===== config.mk =====
export PLATFORM = sky130hd
export DESIGN_NAME = joybus_controller_responder
export DESIGN_NICKNAME = d
export VERILOG_FILES = /design/src/sv/jbcr_pkg.sv /design/src/sv/joybus_controller_responder.sv /design/src/sv/jbcr_front.sv /design/src/sv/jbcr_fifo.sv /design/src/sv/jbcr_back.sv
export SDC_FILE = /design/constraint.sdc
export NUM_CORES = 1
export LEC_CHECK = 0
export ABC_AREA = 1
export BUFFER_PORTS_ARGS = -buffer_cell sky130_fd_sc_hd__buf_2
export CORE_MARGIN = 8
export CORE_UTILIZATION = 58
export DETAILED_ROUTE_END_ITERATION = 16
export HOLD_SLACK_MARGIN = 0.02
export PLACE_DENSITY = 0.89
export SETUP_SLACK_MARGIN = 0.4
export SYNTH_ARGS = -nofsm -noshare
export SYNTH_HDL_FRONTEND = slang
export SYNTH_HIERARCHICAL = 1
export SYNTH_SLANG_ARGS = --single-unit
export TNS_END_PERCENT = 10

===== constraint.sdc =====
create_clock -name clk -period 5.63 [get_ports clk]
set_clock_uncertainty 0.15 [all_clocks]
set_input_delay 0.563 -clock clk [delete_from_list [all_inputs] [get_ports clk]]
set_output_delay 0.563 -clock clk [all_outputs]
set_load 0.01 [all_outputs]

===== src/sv/jbcr_pkg.sv =====
// Shared types, constants and answer-encoding functions for the controller responder.
// Used by jbcr_front, jbcr_fifo, jbcr_back and joybus_controller_responder.
package jbcr_pkg;

	// Report bytes sent in answer to a status command (1 to 8)
	localparam int REPORT_BYTES = 8;

	// Command codes
	localparam logic [7:0] CMD_PROBE  = 8'h00;
	localparam logic [7:0] CMD_REPORT = 8'h40;
	localparam logic [7:0] CMD_ORIGIN = 8'h41;

	// Input kinds
	localparam logic KIND_RX_BYTE = 1'b0;
	localparam logic KIND_REPORT  = 1'b1;

	// Result kinds
	localparam logic OUT_TX     = 1'b0;
	localparam logic OUT_RESYNC = 1'b1;

	// Stop symbol in a half word
	localparam logic [15:0] STOP_HALF = 16'h0003;

	// Job codes passed from front to back
	localparam logic [1:0] JOB_PROBE  = 2'd0;
	localparam logic [1:0] JOB_ORIGIN = 2'd1;
	localparam logic [1:0] JOB_REPORT = 2'd2;
	localparam logic [1:0] JOB_RESYNC = 2'd3;

	// Answer lengths in bytes and in words
	localparam int LEN_PROBE_I  = 3;
	localparam int LEN_ORIGIN_I = 10;
	localparam logic [3:0] LEN_PROBE  = 4'(LEN_PROBE_I);
	localparam logic [3:0] LEN_ORIGIN = 4'(LEN_ORIGIN_I);
	localparam logic [3:0] LEN_REPORT = 4'(REPORT_BYTES);
	localparam logic [2:0] WORDS_PROBE  = 3'(LEN_PROBE_I / 2 + 1);
	localparam logic [2:0] WORDS_ORIGIN = 3'(LEN_ORIGIN_I / 2 + 1);
	localparam logic [2:0] WORDS_REPORT = 3'(REPORT_BYTES / 2 + 1);

	// Origin centre value
	localparam logic [7:0] ORIGIN_CENTRE = 8'h7F;
	localparam logic [7:0] ORIGIN_MID    = 8'h80;

	// Job queue depth
	localparam int QUEUE_DEPTH = 2;
	localparam int QPTR_W      = $clog2(QUEUE_DEPTH);
	localparam int QCNT_W      = $clog2(QUEUE_DEPTH + 1);

	typedef struct packed {
		logic [1:0]  code;
		logic [63:0] report;
	} job_t;

	// Byte idx of the answer for a given job
	function automatic logic [7:0] answer_byte(input logic [1:0] code,
			input logic [63:0] report, input logic [3:0] idx);
		logic [7:0] b;
		b = 8'h00;
		unique case (code)
			JOB_PROBE: begin
				case (idx)
					4'd0:    b = 8'h09;
					4'd1:    b = 8'h00;
					4'd2:    b = 8'h03;
					default: b = 8'h00;
				endcase
			end
			JOB_ORIGIN: begin
				case (idx) inside
					4'd1:          b = ORIGIN_MID;
					[4'd2:4'd5]:   b = ORIGIN_CENTRE;
					default:       b = 8'h00;
				endcase
			end
			JOB_REPORT: begin
				for (int k = 0; k < 8; k++) begin
					if (idx == 4'(k)) begin
						b = report[63 - 8 * k -: 8];
					end
				end
			end
			default: b = 8'h00;
		endcase
		return b;
	endfunction

	function automatic logic [3:0] answer_len(input logic [1:0] code);
		logic [3:0] n;
		unique case (code)
			JOB_PROBE:  n = LEN_PROBE;
			JOB_ORIGIN: n = LEN_ORIGIN;
			JOB_REPORT: n = LEN_REPORT;
			default:    n = 4'd0;
		endcase
		return n;
	endfunction

	function automatic logic [2:0] answer_words(input logic [1:0] code);
		logic [2:0] n;
		unique case (code)
			JOB_PROBE:  n = WORDS_PROBE;
			JOB_ORIGIN: n = WORDS_ORIGIN;
			JOB_REPORT: n = WORDS_REPORT;
			default:    n = 3'd1;
		endcase
		return n;
	endfunction

	// Each bit, MSB first, becomes the pair 1 then data (data in the lower bit)
	function automatic logic [15:0] pair_encode(input logic [7:0] b);
		logic [15:0] h;
		for (int j = 0; j < 8; j++) begin
			h[2 * j + 1] = 1'b1;
			h[2 * j]     = b[7 - j];
		end
		return h;
	endfunction

	// Half word for answer byte position idx: data, stop symbol or empty
	function automatic logic [15:0] answer_half(input logic [1:0] code,
			input logic [63:0] report, input logic [3:0] idx);
		logic [3:0]  len;
		logic [15:0] h;
		len = answer_len(code);
		if (idx < len) begin
			h = pair_encode(answer_byte(code, report, idx));
		end else if (idx == len) begin
			h = STOP_HALF;
		end else begin
			h = 16'h0000;
		end
		return h;
	endfunction

endpackage


===== src/sv/joybus_controller_responder.sv =====
// Controller responder top level: front classifier, job queue and answer encoder.
// Depends on jbcr_pkg, jbcr_front, jbcr_fifo and jbcr_back.
//
// Each request is a received line byte or a new 8-byte controller report. A
// probe command answers two words, an origin command six, a status command
// (after its two argument bytes) REPORT_BYTES/2+1 words, and an unknown command
// one resync result. The encoder loads each job from the two-entry queue and then
// sends one word per cycle while the output is not stalled; requests that give no
// result are taken every cycle while the queue has room.
module joybus_controller_responder import jbcr_pkg::*; (
	input  logic        clk,
	input  logic        arst_n,
	input  logic        in_valid,
	output logic        in_stall,
	input  logic        kind,
	input  logic [7:0]  rx_byte,
	input  logic [63:0] report_value,
	output logic        out_valid,
	input  logic        out_stall,
	output logic        out_kind,
	output logic [31:0] tx_word,
	output logic        last_word
);

	logic q_full;
	logic q_empty;
	logic q_push;
	logic q_pop;
	job_t push_job;
	job_t pop_job;

	// Classify requests
	jbcr_front u_front (
		.clk          (clk),
		.arst_n       (arst_n),
		.in_valid     (in_valid),
		.in_stall     (in_stall),
		.kind         (kind),
		.rx_byte      (rx_byte),
		.report_value (report_value),
		.q_full       (q_full),
		.q_push       (q_push),
		.q_job        (push_job)
	);

	// Queue jobs
	jbcr_fifo u_fifo (
		.clk      (clk),
		.arst_n   (arst_n),
		.push     (q_push),
		.push_job (push_job),
		.full     (q_full),
		.pop      (q_pop),
		.empty    (q_empty),
		.pop_job  (pop_job)
	);

	// Encode answers
	jbcr_back u_back (
		.clk       (clk),
		.arst_n    (arst_n),
		.q_empty   (q_empty),
		.q_job     (pop_job),
		.q_pop     (q_pop),
		.out_valid (out_valid),
		.out_stall (out_stall),
		.out_kind  (out_kind),
		.tx_word   (tx_word),
		.last_word (last_word)
	);

endmodule


===== src/sv/jbcr_front.sv =====
// Front part of the controller responder: takes requests, keeps the report and
// argument count, and turns each command into a job. Depends on jbcr_pkg.
module jbcr_front import jbcr_pkg::*; (
	input  logic        clk,
	input  logic        arst_n,
	input  logic        in_valid,
	output logic        in_stall,
	input  logic        kind,
	input  logic [7:0]  rx_byte,
	input  logic [63:0] report_value,
	input  logic        q_full,
	output logic        q_push,
	output job_t        q_job
);

	logic [63:0] report_q;
	logic [1:0]  skip_q;
	logic        accept;

	assign in_stall = q_full;
	assign accept   = in_valid && !in_stall;

	// Classify the request
	always_comb begin
		q_push      = 1'b0;
		q_job.code  = JOB_RESYNC;
		q_job.report = report_q;
		if (accept && kind == KIND_RX_BYTE) begin
			if (skip_q != 2'd0) begin
				if (skip_q == 2'd1) begin
					q_push     = 1'b1;
					q_job.code = JOB_REPORT;
				end
			end else begin
				unique case (rx_byte)
					CMD_PROBE: begin
						q_push     = 1'b1;
						q_job.code = JOB_PROBE;
					end
					CMD_ORIGIN: begin
						q_push     = 1'b1;
						q_job.code = JOB_ORIGIN;
					end
					CMD_REPORT: begin
						q_push = 1'b0;
					end
					default: begin
						q_push     = 1'b1;
						q_job.code = JOB_RESYNC;
					end
				endcase
			end
		end
	end

	// Hold the report and count down argument bytes
	always_ff @(posedge clk or negedge arst_n) begin
		if (!arst_n) begin
			report_q <= '0;
			skip_q   <= 2'd0;
		end else if (accept) begin
			if (kind == KIND_REPORT) begin
				report_q <= report_value;
			end else if (skip_q != 2'd0) begin
				skip_q <= skip_q - 2'd1;
			end else if (rx_byte == CMD_REPORT) begin
				skip_q <= 2'd2;
			end
		end
	end

endmodule


===== src/sv/jbcr_fifo.sv =====
// Short job queue between front and back of the controller responder.
// Depends on jbcr_pkg for the job type and depth.
module jbcr_fifo import jbcr_pkg::*; (
	input  logic clk,
	input  logic arst_n,
	input  logic push,
	input  job_t push_job,
	output logic full,
	input  logic pop,
	output logic empty,
	output job_t pop_job
);

	job_t              slot_q [QUEUE_DEPTH];
	logic [QPTR_W-1:0] wr_ptr_q;
	logic [QPTR_W-1:0] rd_ptr_q;
	logic [QCNT_W-1:0] count_q;

	assign full    = (count_q == QCNT_W'(QUEUE_DEPTH));
	assign empty   = (count_q == '0);
	assign pop_job = slot_q[rd_ptr_q];

	function automatic logic [QPTR_W-1:0] next_ptr(input logic [QPTR_W-1:0] p);
		return (p == QPTR_W'(QUEUE_DEPTH - 1)) ? '0 : p + QPTR_W'(1);
	endfunction

	// Store incoming jobs
	always_ff @(posedge clk) begin
		if (push) begin
			slot_q[wr_ptr_q] <= push_job;
		end
	end

	// Advance pointers and occupancy
	always_ff @(posedge clk or negedge arst_n) begin
		if (!arst_n) begin
			wr_ptr_q <= '0;
			rd_ptr_q <= '0;
			count_q  <= '0;
		end else begin
			if (push) begin
				wr_ptr_q <= next_ptr(wr_ptr_q);
			end
			if (pop) begin
				rd_ptr_q <= next_ptr(rd_ptr_q);
			end
			if (push && !pop) begin
				count_q <= count_q + QCNT_W'(1);
			end else if (pop && !push) begin
				count_q <= count_q - QCNT_W'(1);
			end
		end
	end

endmodule


===== src/sv/jbcr_back.sv =====
// Back part of the controller responder: takes jobs from the queue and sends the encoded
// answer one word per cycle if not stalled, via an output register. Depends on jbcr_pkg.
module jbcr_back import jbcr_pkg::*; (
	input  logic        clk,
	input  logic        arst_n,
	input  logic        q_empty,
	input  job_t        q_job,
	output logic        q_pop,
	output logic        out_valid,
	input  logic        out_stall,
	output logic        out_kind,
	output logic [31:0] tx_word,
	output logic        last_word
);

	job_t        job_q;
	logic        busy_q;
	logic [2:0]  idx_q;
	logic        out_valid_q;
	logic        out_kind_q;
	logic [31:0] tx_word_q;
	logic        last_word_q;
	logic        adv;
	logic        last;
	logic [31:0] word;

	assign adv   = !out_valid_q || !out_stall;
	assign q_pop = !busy_q && !q_empty;
	assign last  = (idx_q == answer_words(job_q.code) - 3'd1);

	// Build the current word from two answer byte positions
	always_comb begin
		if (job_q.code == JOB_RESYNC) begin
			word = 32'h0;
		end else begin
			word = {answer_half(job_q.code, job_q.report, {idx_q, 1'b1}),
				answer_half(job_q.code, job_q.report, {idx_q, 1'b0})};
		end
	end

	// Load a job and step through its words
	always_ff @(posedge clk or negedge arst_n) begin
		if (!arst_n) begin
			busy_q      <= 1'b0;
			idx_q       <= 3'd0;
			out_valid_q <= 1'b0;
		end else begin
			if (q_pop) begin
				busy_q <= 1'b1;
				idx_q  <= 3'd0;
			end else if (busy_q && adv) begin
				idx_q <= idx_q + 3'd1;
				if (last) begin
					busy_q <= 1'b0;
				end
			end
			if (adv) begin
				out_valid_q <= busy_q;
			end
		end
	end

	// Hold the job and the output payload
	always_ff @(posedge clk) begin
		if (q_pop) begin
			job_q <= q_job;
		end
		if (busy_q && adv) begin
			out_kind_q  <= (job_q.code == JOB_RESYNC) ? OUT_RESYNC : OUT_TX;
			tx_word_q   <= word;
			last_word_q <= last;
		end
	end

	assign out_valid = out_valid_q;
	assign out_kind  = out_kind_q;
	assign tx_word   = tx_word_q;
	assign last_word = last_word_q;

	// A resync result is a single empty word
	a_resync_form: assert property (@(posedge clk) disable iff (!arst_n)
		out_valid_q && out_kind_q == OUT_RESYNC |-> tx_word_q == 32'h0 && last_word_q)
		else $error("resync result not a single empty word");

	// The word index stays inside the answer
	a_idx_bound: assert property (@(posedge clk) disable iff (!arst_n)
		busy_q |-> idx_q < answer_words(job_q.code))
		else $error("word index beyond answer length");

	// A new job is taken only once the previous one has sent its last word
	a_pop_idle: assert property (@(posedge clk) disable iff (!arst_n)
		busy_q && !(adv && last) |=> busy_q && $stable(job_q))
		else $error("job replaced before its last word");

endmodule

==> run_results.csv <==
group,metric,value,unit
run_status,status,"completed",
route,drtAntennaViolNets,0,
placement,postPlaceCellArea,12600,um2
sta,worst_pin_slew,1010,ps
floorplan,die_w,159,um
clocking,clk_latency,530,ps
clocking,h-tree-depth,1,
layout,nets,969,
clocking,cts-root-buf,"clkbuf_16",
clocking,cts.repair.resized,0,
route,met3_length,1500,um
worst_setup_path,end_kind,"register",
clocking,clock_path_buffers,3,
clocking,clk_pin_slew,60,ps
placement,hpwl,14500,um
sta,setup-tns-final,0,ps
route,vias,6345,
yosys,netlist_area,11900,um2
layout,n_antenna_cell,0,
route,drt_iter0_drc,434,
layout,post-route-util,0.670,
layout,synthToLayoutAreaGrowth,13.6,%
sta,period_share,0.588,
global_routing,grt_pass1_vias,6719,
route,drcViolationCount,0,
yosys,avgSynthCellArea,15.6,um2
floorplan,fp.dieArea,25400,um2
yosys,yosys_warnings,6,
global_routing,grt.total_usage,0.175,
route,drt-met1-wl,8930,um
yosys,netlist_instances,764,
yosys,async_flop_share,0.254,
yosys,synth-seq-area-share,0.710,
layout,drive_above_1_share,0.362,
clocking,cts_made_buffers,28,
power_and_ir_drop,p_per_area,526,nW/um2
clocking,cts_tree,"built",
worst_setup_path,cp_data_required_time,5670,ps
yosys,synth_edf_count,220,
clocking,cts.sinks,295,
route,drt_wl_total,22500,um
sta,maxSlewHeadroom,0.324,
route,viasPerCell,5.44,
route,wl_met2,11600,um
global_routing,antenna_found_initial,0,
floorplan,start_util,0.590,
route,post_drt_wl_per_cell,19.3,um
yosys,yosysTopAreaCell,"edfxtp_1",
yosys,synthTopCellsByArea,"edfxtp_1 (55%), dfrtp_1 (16%), mux2_2 (9.0%), mux2_4 (4.4%), nand2_1 (2.8%)",
yosys,synth.distinct_cells,41,
yosys,synth_top_area_share,0.553,
clocking,cts_hold_buf,0,
layout,fin_area,13600,um2
placement,io_buffers,112,
floorplan,die_h,159,um
worst_setup_path,critPathKind,"reg2reg",
route,route.top_layer_used,"met4",
global_routing,grt_max_degree,76,
worst_setup_path,cp.arrival,3350,ps
floorplan,core_area,20200,um2
worst_setup_path,worstPathMaxFanout,44,
yosys,synth_seq_cells,295,
worst_hold_path,min_path_type,"in2async",
yosys,ys.flop_type,"edfxtp_1",
worst_setup_path,worstSetupStartpointType,"register",
floorplan,rows,52,
power_and_ir_drop,p_leak,5.34,nW
clocking,postCtsSetupRepairBufs,0,
sta,period_needed,3310,ps
sta,hold_viol_final,0,
route,first_pass_iters,7,
yosys,synth_nets,858,
global_routing,grt_first_pass_wirelength,35800,um
sta,max_freq,302,MHz
floorplan,num_io_pins,113,
global_routing,grt-ovfl-total,0,
placement,dp.cells,1115,
layout,instances_no_fill,1167,
flow_run,maxCapViolCount,0,
power_and_ir_drop,ir_worst_vdd,347,uV
sta,maxSlewViolCount,0,
sta,setup_violations,0,
placement,gp_congestion,0.809,
sta,rsz0062_at_grt,"no",
## worst paths after layout
| kind | end | cells after the start | from | slack [ps] |
|---|---|---|---|---|
| setup / recovery | u_fifo/slot_q[1][4] | 10 | u_fifo/count_q[1] | 2320 |
| hold / removal | u_front/report_q[54] | 1 | arst_n | 60 |
| setup reg to reg | u_fifo/slot_q[1][4] | 10 | u_fifo/count_q[1] | 2320 |
| hold reg to reg | u_fifo/slot_q[1][50] | 0 | u_front/report_q[50] | 310 |
| max in group asynchronous | u_fifo/rd_ptr_q | 1 | arst_n | 4610 |
| min in group clk | u_front/report_q[23] | 2 | report_value[23] | 100 |
## logic make-up after synthesis
| group | count (synthesis) | share of synthesized area |
|---|---|---|
| adder cells (fa/ha/maj) | 17 | 0.0178 |
| AO/OA/AOI/OAI | 62 | 0.0324 |
| AND/OR/NAND/NOR | 177 | 0.0644 |
| buffers and inverters | 80 | 0.0392 |
| XOR/XNOR | 3 | 0.00220 |
| multiplexers | 130 | 0.134 |
| flip-flops | 295 | 0.710 |
## per-stage QoR
| stage | worst slack, ps | total power, mW | hold WS [ps] |
|---|---|---|---|
| 2_1_floorplan | 890 | 4.78 | 117 |
| 4_1_cts | 2280 | 7.18 | 81.6 |
| 6_report | 2320 | 7.13 | 55.8 |
| 3_5_place_dp | 2250 | 5.26 | 302 |
| 3_3_place_gp | 2350 | 5.15 | 296 |
| 5_1_grt | 2050 | 7.47 | 99.5 |
## report_power, final
group / leakage (nW) / total [mW] / switching (mW) / internal [mW]
clock: 0.471 / 1.91 / 0.748 / 1.16
sequential: 2.90 / 3.45 / 0.354 / 3.10
combinational: 1.97 / 1.78 / 1.03 / 0.748
total: 5.34 / 7.13 / 2.13 / 5.00
## per-layer routing
layer  GRT usage  vias up
met3      0.0339       41
met5           0        -
met2       0.311      246
li1            -     2948
met1       0.211     3110
met4      0.0549        0
## sequential cells by signal, summed over array words and instances, names as in the netlist
| signal | cells |
|---|---|
| u_back/busy_q | 1 |
| u_back/idx_q | 3 |
| u_back/job_q | 66 |
| u_back/last_word | 1 |
| u_back/out_kind | 1 |
| u_back/out_valid | 1 |
| u_back/tx_word | 20 |
| u_fifo/count_q | 2 |
| u_fifo/rd_ptr_q | 1 |
| u_fifo/slot_q | 132 |
| u_fifo/wr_ptr_q | 1 |
| u_front/report_q | 64 |
| u_front/skip_q | 2 |
## cell type report
class / count / area, um2
Sequential cell: 295 / 8480
Fill cell: 1287 / 6670
Multi-Input combinational cell: 389 / 3010
Clock buffer: 41 / 831
Timing Repair Buffer: 116 / 593
Tap cell: 270 / 338
Inverter: 45 / 176
Clock inverter: 11 / 134
## layout by cell type, fill, tap and decap left out, types with 5 or more instances in the layout
cell type / n
edfxtp_1: 220
buf_2: 111
mux2_2: 95
nand2_1: 90
dfrtp_1: 74
nor2_1: 48
inv_1: 37
mux2_4: 35
clkbuf_16: 29
nand3_1: 23
a21oi_1: 18
ha_1: 17
o21ai_1: 16
a21oi_2: 14
clkbuf_8: 6
clkbuf_1: 6
clkinv_2: 5
buf_4: 5
inv_2: 5
o21ai_0: 5
## Yosys cell counts, types with 3 or more instances
| master | n |
|---|---|
| edfxtp_1 | 220 |
| mux2_2 | 95 |
| nand2_1 | 90 |
| dfrtp_1 | 75 |
| nor2_1 | 50 |
| inv_1 | 38 |
| mux2_4 | 35 |
| nand3_1 | 23 |
| a21oi_1 | 18 |
| ha_1 | 17 |
| o21ai_1 | 16 |
| buf_4 | 15 |
| a21oi_2 | 14 |
| clkbuf_8 | 6 |
| buf_2 | 5 |
| buf_6 | 5 |
| o21ai_0 | 5 |
| inv_2 | 4 |
| a31oi_1 | 3 |
| clkbuf_1 | 3 |
| nor3_1 | 3 |
## worst max-delay path, cell delays in order (launching register included)
cell and delay, ps:
dfrtp_1 400, inv_1 80, nor2_1 50, inv_1 120
nand2_1 60, nor2_1 240, o21ai_0 170, a31oi_1 360
nand2_1 120, inv_2 730, buf_4 470
(Power assumes the default switching activity.)
